File: config.mk
export PLATFORM = sky130hd
export DESIGN_NAME = nfa_string_acceptor
export DESIGN_NICKNAME = d
export VERILOG_FILES = /design/src/nfa_pkg.sv /design/src/nfa_string_acceptor.sv /design/src/nfa_cell.sv
export SDC_FILE = /design/constraint.sdc
export NUM_CORES = 2
export LEC_CHECK = 0
export BUFFER_PORTS_ARGS = -buffer_cell sky130_fd_sc_hd__buf_2
export CAP_MARGIN = 20
export CORE_UTILIZATION = 30
export CTS_CLUSTER_DIAMETER = 150
export DETAILED_ROUTE_END_ITERATION = 6
export PLACE_DENSITY = 0.5
export SETUP_SLACK_MARGIN = 0.1
export SYNTH_ARGS = -nofsm -noshare
export SYNTH_HDL_FRONTEND = slang
export SYNTH_SLANG_ARGS = --single-unit
File: constraint.sdc
create_clock -name clk -period 3.4 [get_ports clk]
set_input_delay 0.68 -clock clk [delete_from_list [all_inputs] [get_ports clk]]
set_output_delay 0.68 -clock clk [all_outputs]
set_load 0.03 [all_outputs]
File: src/nfa_pkg.sv
package nfa_pkg;

  localparam int NUM_STATES      = 16;
  localparam int MAX_TRANSITIONS = 64;
  localparam int SYMBOL_BITS     = 8;

  localparam int FUNC_W       = 2;
  localparam int STATE_FIELD_W = 4;
  localparam int SYMBOL_FIELD_W = 8;
  localparam int INIT_COUNT_W = 5;
  localparam int ACCEPT_W     = 16;
  localparam int CFG_IDX_W    = 1;
  localparam int CFG_DATA_W   = 16;

  localparam int SYM_W   = (SYMBOL_BITS < SYMBOL_FIELD_W) ? SYMBOL_BITS : SYMBOL_FIELD_W;
  localparam int CNT_W   = $clog2(MAX_TRANSITIONS + 1);
  localparam int MASKX_W = (NUM_STATES > ACCEPT_W) ? NUM_STATES : ACCEPT_W;

  localparam logic [NUM_STATES-1:0] STATE_ONE = NUM_STATES'(1);

  localparam logic [FUNC_W-1:0] FUNC_CLEAR  = 2'd0;
  localparam logic [FUNC_W-1:0] FUNC_ADD    = 2'd1;
  localparam logic [FUNC_W-1:0] FUNC_SYMBOL = 2'd2;
  localparam logic [FUNC_W-1:0] FUNC_EMPTY  = 2'd3;

  localparam logic [CFG_IDX_W-1:0] CFG_INITIAL_COUNT = 1'd0;
  localparam logic [CFG_IDX_W-1:0] CFG_ACCEPT_MASK   = 1'd1;

  typedef struct packed {
    logic [STATE_FIELD_W-1:0] src;
    logic [STATE_FIELD_W-1:0] dst;
    logic [SYM_W-1:0]         sym;
  } trans_t;

  typedef struct packed {
    logic we;
    logic live;
  } cell_ctrl_t;

endpackage

File: src/nfa_string_acceptor.sv
// NFA string acceptor. Load transitions with add items (clear empties the table), then feed
// a string one symbol item at a time; the final symbol, or an empty-string item, yields one
// result with out_valid high for a single cycle. The receiver cannot stall: sample the result
// ports in that cycle. Clear, add and empty-string items never raise busy. A symbol item keeps
// busy high, and start is ignored, while its partial successor set ripples through a chain of
// MAX_TRANSITIONS cells, one table entry per cell and one cell per cycle. A result appears the
// cycle after its item's work ends.
module nfa_string_acceptor
  import nfa_pkg::*;
(
  input  logic                      clk,
  input  logic                      rst_n,
  input  logic                      start,
  output logic                      busy,
  input  logic [FUNC_W-1:0]         in_func,
  input  logic [STATE_FIELD_W-1:0]  in_from_state,
  input  logic [STATE_FIELD_W-1:0]  in_to_state,
  input  logic [SYMBOL_FIELD_W-1:0] in_symbol,
  input  logic                      in_last_symbol,
  output logic                      out_valid,
  output logic                      out_accepted,
  output logic                      out_table_overflowed,
  input  logic                      cfg_valid,
  output logic                      cfg_ready,
  input  logic [CFG_IDX_W-1:0]      cfg_index,
  input  logic [CFG_DATA_W-1:0]     cfg_data
);

  typedef enum logic {ST_IDLE, ST_WALK} state_t;

  state_t                state_r;
  logic [CNT_W-1:0]      cnt_r;
  logic [CNT_W-1:0]      entry_count_r;
  logic                  overflow_r;
  logic                  in_string_r;
  logic [NUM_STATES-1:0] active_r;
  logic [NUM_STATES-1:0] walk_set_r;
  logic [SYM_W-1:0]      walk_sym_r;
  logic                  last_r;
  logic [INIT_COUNT_W-1:0] init_count_r;
  logic [ACCEPT_W-1:0]   accept_mask_r;
  logic                  out_valid_r;
  logic                  out_accepted_r;
  logic                  out_overflow_r;

  logic                  take;
  logic                  do_add;
  logic [NUM_STATES-1:0] init_set;
  logic [MASKX_W-1:0]    accept_wide;
  logic [NUM_STATES-1:0] accept_vec;
  logic [NUM_STATES-1:0] chain_out;
  trans_t                wr_entry;

  logic [NUM_STATES-1:0] link [MAX_TRANSITIONS+1];

  assign take      = start && (state_r == ST_IDLE);
  assign busy      = (state_r != ST_IDLE);
  assign cfg_ready = 1'b1;
  assign do_add    = take && (in_func == FUNC_ADD) &&
                     (entry_count_r < CNT_W'(MAX_TRANSITIONS));

  always_comb begin
    for (int s = 0; s < NUM_STATES; s++) begin
      init_set[s] = (s < int'(init_count_r));
    end
    accept_wide = MASKX_W'(accept_mask_r);
    accept_vec  = accept_wide[NUM_STATES-1:0];
    wr_entry.src = in_from_state;
    wr_entry.dst = in_to_state;
    wr_entry.sym = in_symbol[SYM_W-1:0];
  end

  assign link[0] = '0;

  for (genvar i = 0; i < MAX_TRANSITIONS; i++) begin : g_cell
    cell_ctrl_t ctrl;
    assign ctrl.we   = do_add && (entry_count_r == CNT_W'(i));
    assign ctrl.live = (CNT_W'(i) < entry_count_r);
    nfa_cell u_cell (
      .clk      (clk),
      .ctrl     (ctrl),
      .wr_entry (wr_entry),
      .walk_set (walk_set_r),
      .walk_sym (walk_sym_r),
      .acc_in   (link[i]),
      .acc_out  (link[i+1])
    );
  end

  assign chain_out = link[MAX_TRANSITIONS];

  always_ff @(posedge clk) begin
    if (!rst_n) begin
      state_r        <= ST_IDLE;
      cnt_r          <= '0;
      entry_count_r  <= '0;
      overflow_r     <= 1'b0;
      in_string_r    <= 1'b0;
      active_r       <= '0;
      init_count_r   <= INIT_COUNT_W'(1);
      accept_mask_r  <= '0;
      out_valid_r    <= 1'b0;
      out_accepted_r <= 1'b0;
      out_overflow_r <= 1'b0;
    end else begin
      out_valid_r <= 1'b0;
      if (cfg_valid && cfg_ready) begin
        case (cfg_index)
          CFG_INITIAL_COUNT: init_count_r  <= cfg_data[INIT_COUNT_W-1:0];
          CFG_ACCEPT_MASK:   accept_mask_r <= cfg_data[ACCEPT_W-1:0];
          default: ;
        endcase
      end
      case (state_r)
        ST_IDLE: begin
          if (take) begin
            case (in_func)
              FUNC_CLEAR: entry_count_r <= '0;
              FUNC_ADD: begin
                if (do_add) begin
                  entry_count_r <= entry_count_r + CNT_W'(1);
                end else begin
                  overflow_r <= 1'b1;
                end
              end
              FUNC_SYMBOL: begin
                walk_set_r  <= in_string_r ? active_r : init_set;
                walk_sym_r  <= in_symbol[SYM_W-1:0];
                last_r      <= in_last_symbol;
                in_string_r <= 1'b1;
                cnt_r       <= '0;
                state_r     <= ST_WALK;
              end
              FUNC_EMPTY: begin
                active_r       <= init_set;
                out_valid_r    <= 1'b1;
                out_accepted_r <= |(init_set & accept_vec);
                out_overflow_r <= overflow_r;
                overflow_r     <= 1'b0;
                in_string_r    <= 1'b0;
              end
              default: ;
            endcase
          end
        end
        ST_WALK: begin
          if (cnt_r == CNT_W'(MAX_TRANSITIONS)) begin
            active_r <= chain_out;
            state_r  <= ST_IDLE;
            if (last_r) begin
              out_valid_r    <= 1'b1;
              out_accepted_r <= |(chain_out & accept_vec);
              out_overflow_r <= overflow_r;
              overflow_r     <= 1'b0;
              in_string_r    <= 1'b0;
            end
          end else begin
            cnt_r <= cnt_r + CNT_W'(1);
          end
        end
        default: state_r <= ST_IDLE;
      endcase
    end
  end

  assign out_valid            = out_valid_r;
  assign out_accepted         = out_accepted_r;
  assign out_table_overflowed = out_overflow_r;

  a_result_ends_walk: assert property (@(posedge clk) disable iff (!rst_n)
    out_valid |-> !busy)
    else $error("result shown while a walk is running");

  a_count_bound: assert property (@(posedge clk) disable iff (!rst_n)
    entry_count_r <= CNT_W'(MAX_TRANSITIONS))
    else $error("entry count past table capacity");

  a_walk_len: assert property (@(posedge clk) disable iff (!rst_n)
    (state_r == ST_WALK) |-> (cnt_r <= CNT_W'(MAX_TRANSITIONS)))
    else $error("walk counter overran the chain");

  a_walk_table_stable: assert property (@(posedge clk) disable iff (!rst_n)
    (state_r == ST_WALK) |=> $stable(entry_count_r))
    else $error("table changed during a walk");

endmodule

File: src/nfa_cell.sv
module nfa_cell
  import nfa_pkg::*;
(
  input  logic                  clk,
  input  cell_ctrl_t            ctrl,
  input  trans_t                wr_entry,
  input  logic [NUM_STATES-1:0] walk_set,
  input  logic [SYM_W-1:0]      walk_sym,
  input  logic [NUM_STATES-1:0] acc_in,
  output logic [NUM_STATES-1:0] acc_out
);

  trans_t                entry_r;
  logic [NUM_STATES-1:0] acc_r;
  logic [NUM_STATES-1:0] src_hot;
  logic [NUM_STATES-1:0] dst_hot;
  logic                  hit;
  logic [NUM_STATES-1:0] acc_nxt;

  always_comb begin
    src_hot = STATE_ONE << entry_r.src;
    dst_hot = STATE_ONE << entry_r.dst;
    hit     = ctrl.live && (entry_r.sym == walk_sym) && (|(walk_set & src_hot));
    acc_nxt = hit ? (acc_in | dst_hot) : acc_in;
  end

  always_ff @(posedge clk) begin
    if (ctrl.we) begin
      entry_r <= wr_entry;
    end
    acc_r <= acc_nxt;
  end

  assign acc_out = acc_r;

endmodule
After elaboration in Yosys (flattened, before gate mapping)
Cells that the tools add are included.

cells by class
  reduce and logical (&&, ||, !) cells = 273
  shift-type cells = 128
  add/sub/neg operators = 2
  magnitude comparators = 81
  muxes and demuxes = 102
  eq/ne operators = 141
  bitwise operators = 131
  $mul = 0
  div/mod/pow operators = 0

operator list
  cell                  number
  $shl 1x4->16 const A  128
  $mux 16               67
  $and 16x16->16        66
  $reduce_or 16->1      66
  $or 16x16->16         63
  $eq 8x8->1            64
  $eq 7x6->1 const B    32
  $lt 6x7->1 const A    32
  $logic_and 1x1->1     195
  $eq 7x5->1 const B    16
  $lt 5x7->1 const A    16
  $eq 7x4->1 const B    8
  $lt 4x7->1 const A    8
  $lt 4x5->1 const A    8
  $pmux 16 s2           1
  $eq 7x3->1 const B    4
  $lt 3x7->1 const A    4
  $mux 7                4
  $pmux 7 s2            2
  $lt 3x5->1 const A    4
  $mux 1                20
  $pmux 1 s2            8
  $reduce_and 4->1      4
  $add 7x1->7 const B   2
  21 further kinds      36

storage, ports and cells
  bits in read-only memories = 0
  word-level logic and storage cells = 1128
  memories = 0
  bits of input ports = 40
  bits in registers = 2130
  output and inout bits = 5
  latch bits = 0
  memory bits (writable) = 0

Logic depth before layout (Yosys ltp)
  depth after elaboration = 8
  mapped depth = 10
  mapped depth without buffers = 7

Modules after synthesis
A second synthesis with hierarchy kept.

second synthesis, totals
  cell total of the unflattened synthesis = 8240
  area total of the unflattened synthesis = 95629.2 um^2

by module, submodules not included
  module               cells each  seq. area each (um^2)  area an instance (um^2)  instances
  nfa_cell             119         800.8                  1417.6                   64
  nfa_string_acceptor  624         1891.8                 4902.2                   1

Worst setup path after synthesis
No wires, ideal clock.

  path type = register -> register
  start = reg entry_count_r[6]
  end = reg g_cell[16].u_cell.entry_r[0] in the netlist's numbering, enable pin
  period minus slack after synthesis = 3.589 ns
  cell stages (with the launch flop) = 8
  buffers on the path = 4
  required time = 2.970 ns
  library setup time = 0.430 ns
  data arrival time = 3.159 ns
  slack = -0.189 ns
  cell sequence = dfxtp_1 > buf_2 > buf_4 > buf_2 > buf_4 > nor3b_2 > nand2_1 > nor4_1

RTL lines
  element                   RTL line                    RTL
  start: declaration        nfa_string_acceptor.sv:33   logic [CNT_W-1:0] entry_count_r;
  start signal: assignment  nfa_string_acceptor.sv:121  entry_count_r <= entry_count_r + CNT_W'(1);
  end signal: assignment    nfa_cell.sv:29              entry_r <= wr_entry;
  end: declaration          nfa_cell.sv:13              trans_t entry_r;

Worst setup path in the final report
  start = reg entry_count_r[3]
  end = reg g_cell[56].u_cell.acc_r[13]

between the ends
  cells in the longest elaborated chain, start to end = 4

RTL lines
  element                            RTL line                   RTL
  $lt 6x7->1                         nfa_string_acceptor.sv:78  assign ctrl.live = (CNT_W'(i) < entry_count_r);
  $logic_and 1x1->1 (2 in series)    nfa_cell.sv:23             hit = ctrl.live && (entry_r.sym == walk_sym) && (|(walk_set & src_hot));
  $mux 16                            nfa_cell.sv:24             acc_nxt = hit ? (acc_in | dst_hot) : acc_in;
  net g_cell[56].u_cell.acc_nxt[13]  nfa_cell.sv:18             logic [NUM_STATES-1:0] acc_nxt;
  end signal: assignment             nfa_cell.sv:31             acc_r <= acc_nxt;
  end: declaration                   nfa_cell.sv:14             logic [NUM_STATES-1:0] acc_r;

The timed path passes the listed nets, and every way through them passes these cells.
A chain may end at the register's enable or synchronous reset.

==> results.txt <==
Final ANT Viol Nets - 0
Syn Inst Count - 6794
ranking of synthesized cells by area - edfxtp_1, dfxtp_1, a41o_1
worst setup margin - 0.338 ns
Syn Nets - 6840
Max-slew headroom - 25.6%
RSZ-0062 raised after global routing - false
P_leak - 38.2 nW
CP startpoint kind - register
PostCTS Resize Cnt - 0
core region area - 289000 µm²
most common cell in the netlist - dfxtp_1
Post-Synth Adder-Cell Area - 0.0860%
cell area after synthesis - 87300 µm²
Routed Wire Length - 252000 µm
via count - 57.5k
final net count - 6998
initial antenna violation count - 11
Final period util - 90.0%
Peak VDD IR - 512 µV
EDFF count, synth - 1049
DRT Pass-1 Iters - 5
final-layout fill cell count - 27.9k
Clock Skew - 0.0727 ns
HPWL Detailed - 163000 µm
area fraction of the dominant cell type after synthesis - 36.1%
area leader, netlist - edfxtp_1
crit path max fanout - 16
die outline area - 293000 µm²
ys async rst share - 0%
vias per cell - 5.22
CTS Root Cell - clkbuf_16
routed len/inst - 22.8 µm
post-synthesis mux area share - 4.95%
CTS Sinks - 2130
row count - 197
Final GP Congestion - 0.835
pre-CTS WS - 0.110 ns
CTS Buf Count - 222
I/O Pins - 45
synthesized flop and latch total - 2130
TritonCTS clock tree - done
placed insts - 10.6k
# port buffers - 43
Power Density - 527 nW/µm²
Slew @ Worst Pin - 1.11 ns
area delta synth->final - 16.0%
crit path DAT - 3.76 ns
Worst Path Required - 4.10 ns
post-synthesis compound-gate area fraction - 14.8%
first-pass GRT wire length - 375000 µm
Setup-failing EPs final - 0
H-tree depth - 4
outcome - finished clean
Initial Utilization - 30.2%
crit path capture type - register
register area share after synthesis - 60.9%
clk buf depth - 3
largest net degree at the start of global routing - 47
Warnings, synthesis - 0
xor and xnor area share after synthesis - 5.18%
grt ovf - 0
vias in the first global route - 57.5k
max-cap violations - 0
Max Clock Freq - 327 MHz
# DRC - 0
DR iter-0 viols - 4587
Clk Latency, worst-skew pair - 0.88 ns
CTS Hold Bufs - 16
Yosys cell types - 100
Clk pin slew, worst setup/hold paths - 0.06 ns
Simple-Gate Fraction of Synth Area - 10.8%
non-filler cells, final - 11.0k
Hold Crit Class - in -> reg
Pins Over Slew Limit - 0
minimum clock period - 3.06 ns
crit path kind - reg -> reg
share of layout cells above drive strength 1 - 16.5%
Vert. Die Dim - 541 µm
largest family of logic cells by synthesized area - compound AO/OA/AOI/OAI gates
top_reg_cell synth - dfxtp_1
post-CTS setup buffers - 0
All-Layer GR Usage - 16.8%
Die X - 541 µm
syn_area_per_cell - 12.8 µm²
Commonest cells post-synth - dfxtp_1, edfxtp_1, a41o_1
Final Hold Fails - 0
flip-flops by register name, summed over array words and instances, names as in the netlist, 5 cells and up:
name                   count
accept_mask_r             16
active_r                  16
entry_count_r              7
walk_set_r                16
cnt_r                      7
g_cell.u_cell.entry_r   1024
init_count_r               5
walk_sym_r                 8
g_cell.u_cell.acc_out   1024
worst max-delay path, stage by stage, from the launching register on:
cell and delay, ns:
dfxtp_1 0.62, buf_4 0.25, nand2_1 0.27, nor3b_1 0.60
buf_4 0.24, o2111ai_1 0.18, buf_4 0.25, o41ai_1 0.47
stage by stage:
| stage | cell area, µm² | setup TNS, ns | hold WS [ns] | power (mW) | utilization, % |
|---|---|---|---|---|---|
| floorplan | 87300 | 0 | 0.382 | 27.9 | - |
| global placement | 93200 | -0.0716 | 0.393 | 28.6 | 32.3 |
| detailed placement | 93200 | 0 | 0.391 | 28.6 | 32.3 |
| CTS | 101000 | 0 | 0.0177 | 54.0 | 35.1 |
| global route | 101000 | 0 | 0.0510 | 55.0 | 35.1 |
| finish | 101000 | 0 | 0.0825 | 53.4 | 35.1 |
metal layers:
layer  track usage [%]  vias up  part of all wire [%]
met5                 0        -                0.0052
met4              4.77        2                   2.4
met3              2.28      402                   4.9
met2              28.5     1581                    48
met1              22.2    29270                    45
li1                  -    26289                     -
cells in the final DEF, fill, tap and decap left out, drive strengths merged, types with 213 or more instances in the layout:
cell type,instances
buf,344
nand2,230
dfxtp,1081
edfxtp,1049
o21bai,263
a41o,380
nor2b,232
xor2,318
nor2,245
mux2i,220
clkbuf,319
a31o,213
logic make-up (layout without fill, tap and decap cells):
logic type,Yosys count,in the layout
buffers and inverters,610,966
AND/OR/NAND/NOR,1642,1642
other,1,4
multiplexers,357,357
adder cells (fa/ha/maj),6,6
AO/OA/AOI/OAI,1532,1532
XOR/XNOR,516,516
flip-flops,2130,2130
final cells by class:
| type | count | area (µm²) | share of cell area, % |
|---|---|---|---|
| Inverter | 183 | 687 | 0.678 |
| Clock inverter | 104 | 1200 | 1.18 |
| Tap cell | 3880 | 4850 | 4.79 |
| Multi-Input combinational cell | 4054 | 31400 | 31.0 |
| Antenna cell | 3 | 7.51 | 0.00741 |
| Clock buffer | 318 | 6640 | 6.56 |
| Sequential cell | 2130 | 53100 | 52.5 |
| Timing Repair Buffer | 361 | 3320 | 3.28 |
report_power, final:
part	switching [mW]	total (mW)	internal [mW]	leakage, nW
clock	10.4	25.3	14.9	3.86
combinational	0.787	1.10	0.314	16.2
sequential	0.0464	27.0	26.9	18.1
total	11.3	53.4	42.1	38.2
final timing paths:
| path | slack (ns) | to | cells after the start | from |
|---|---|---|---|---|
| max | 0.34 | g_cell[56].u_cell.acc_out[13]$_DFF_P_ | 7 | entry_count_r[3]$_SDFFE_PN0P_ |
| min | 0.08 | accept_mask_r[8]$_SDFFE_PN0P_ | 3 | cfg_data[8] |
| max reg2reg | 0.34 | g_cell[56].u_cell.acc_out[13]$_DFF_P_ | 7 | entry_count_r[3]$_SDFFE_PN0P_ |
| min reg2reg | 0.35 | g_cell[24].u_cell.acc_out[7]$_DFF_P_ | 2 | g_cell[23].u_cell.acc_out[7]$_DFF_P_ |
(Power assumes the default switching activity.)
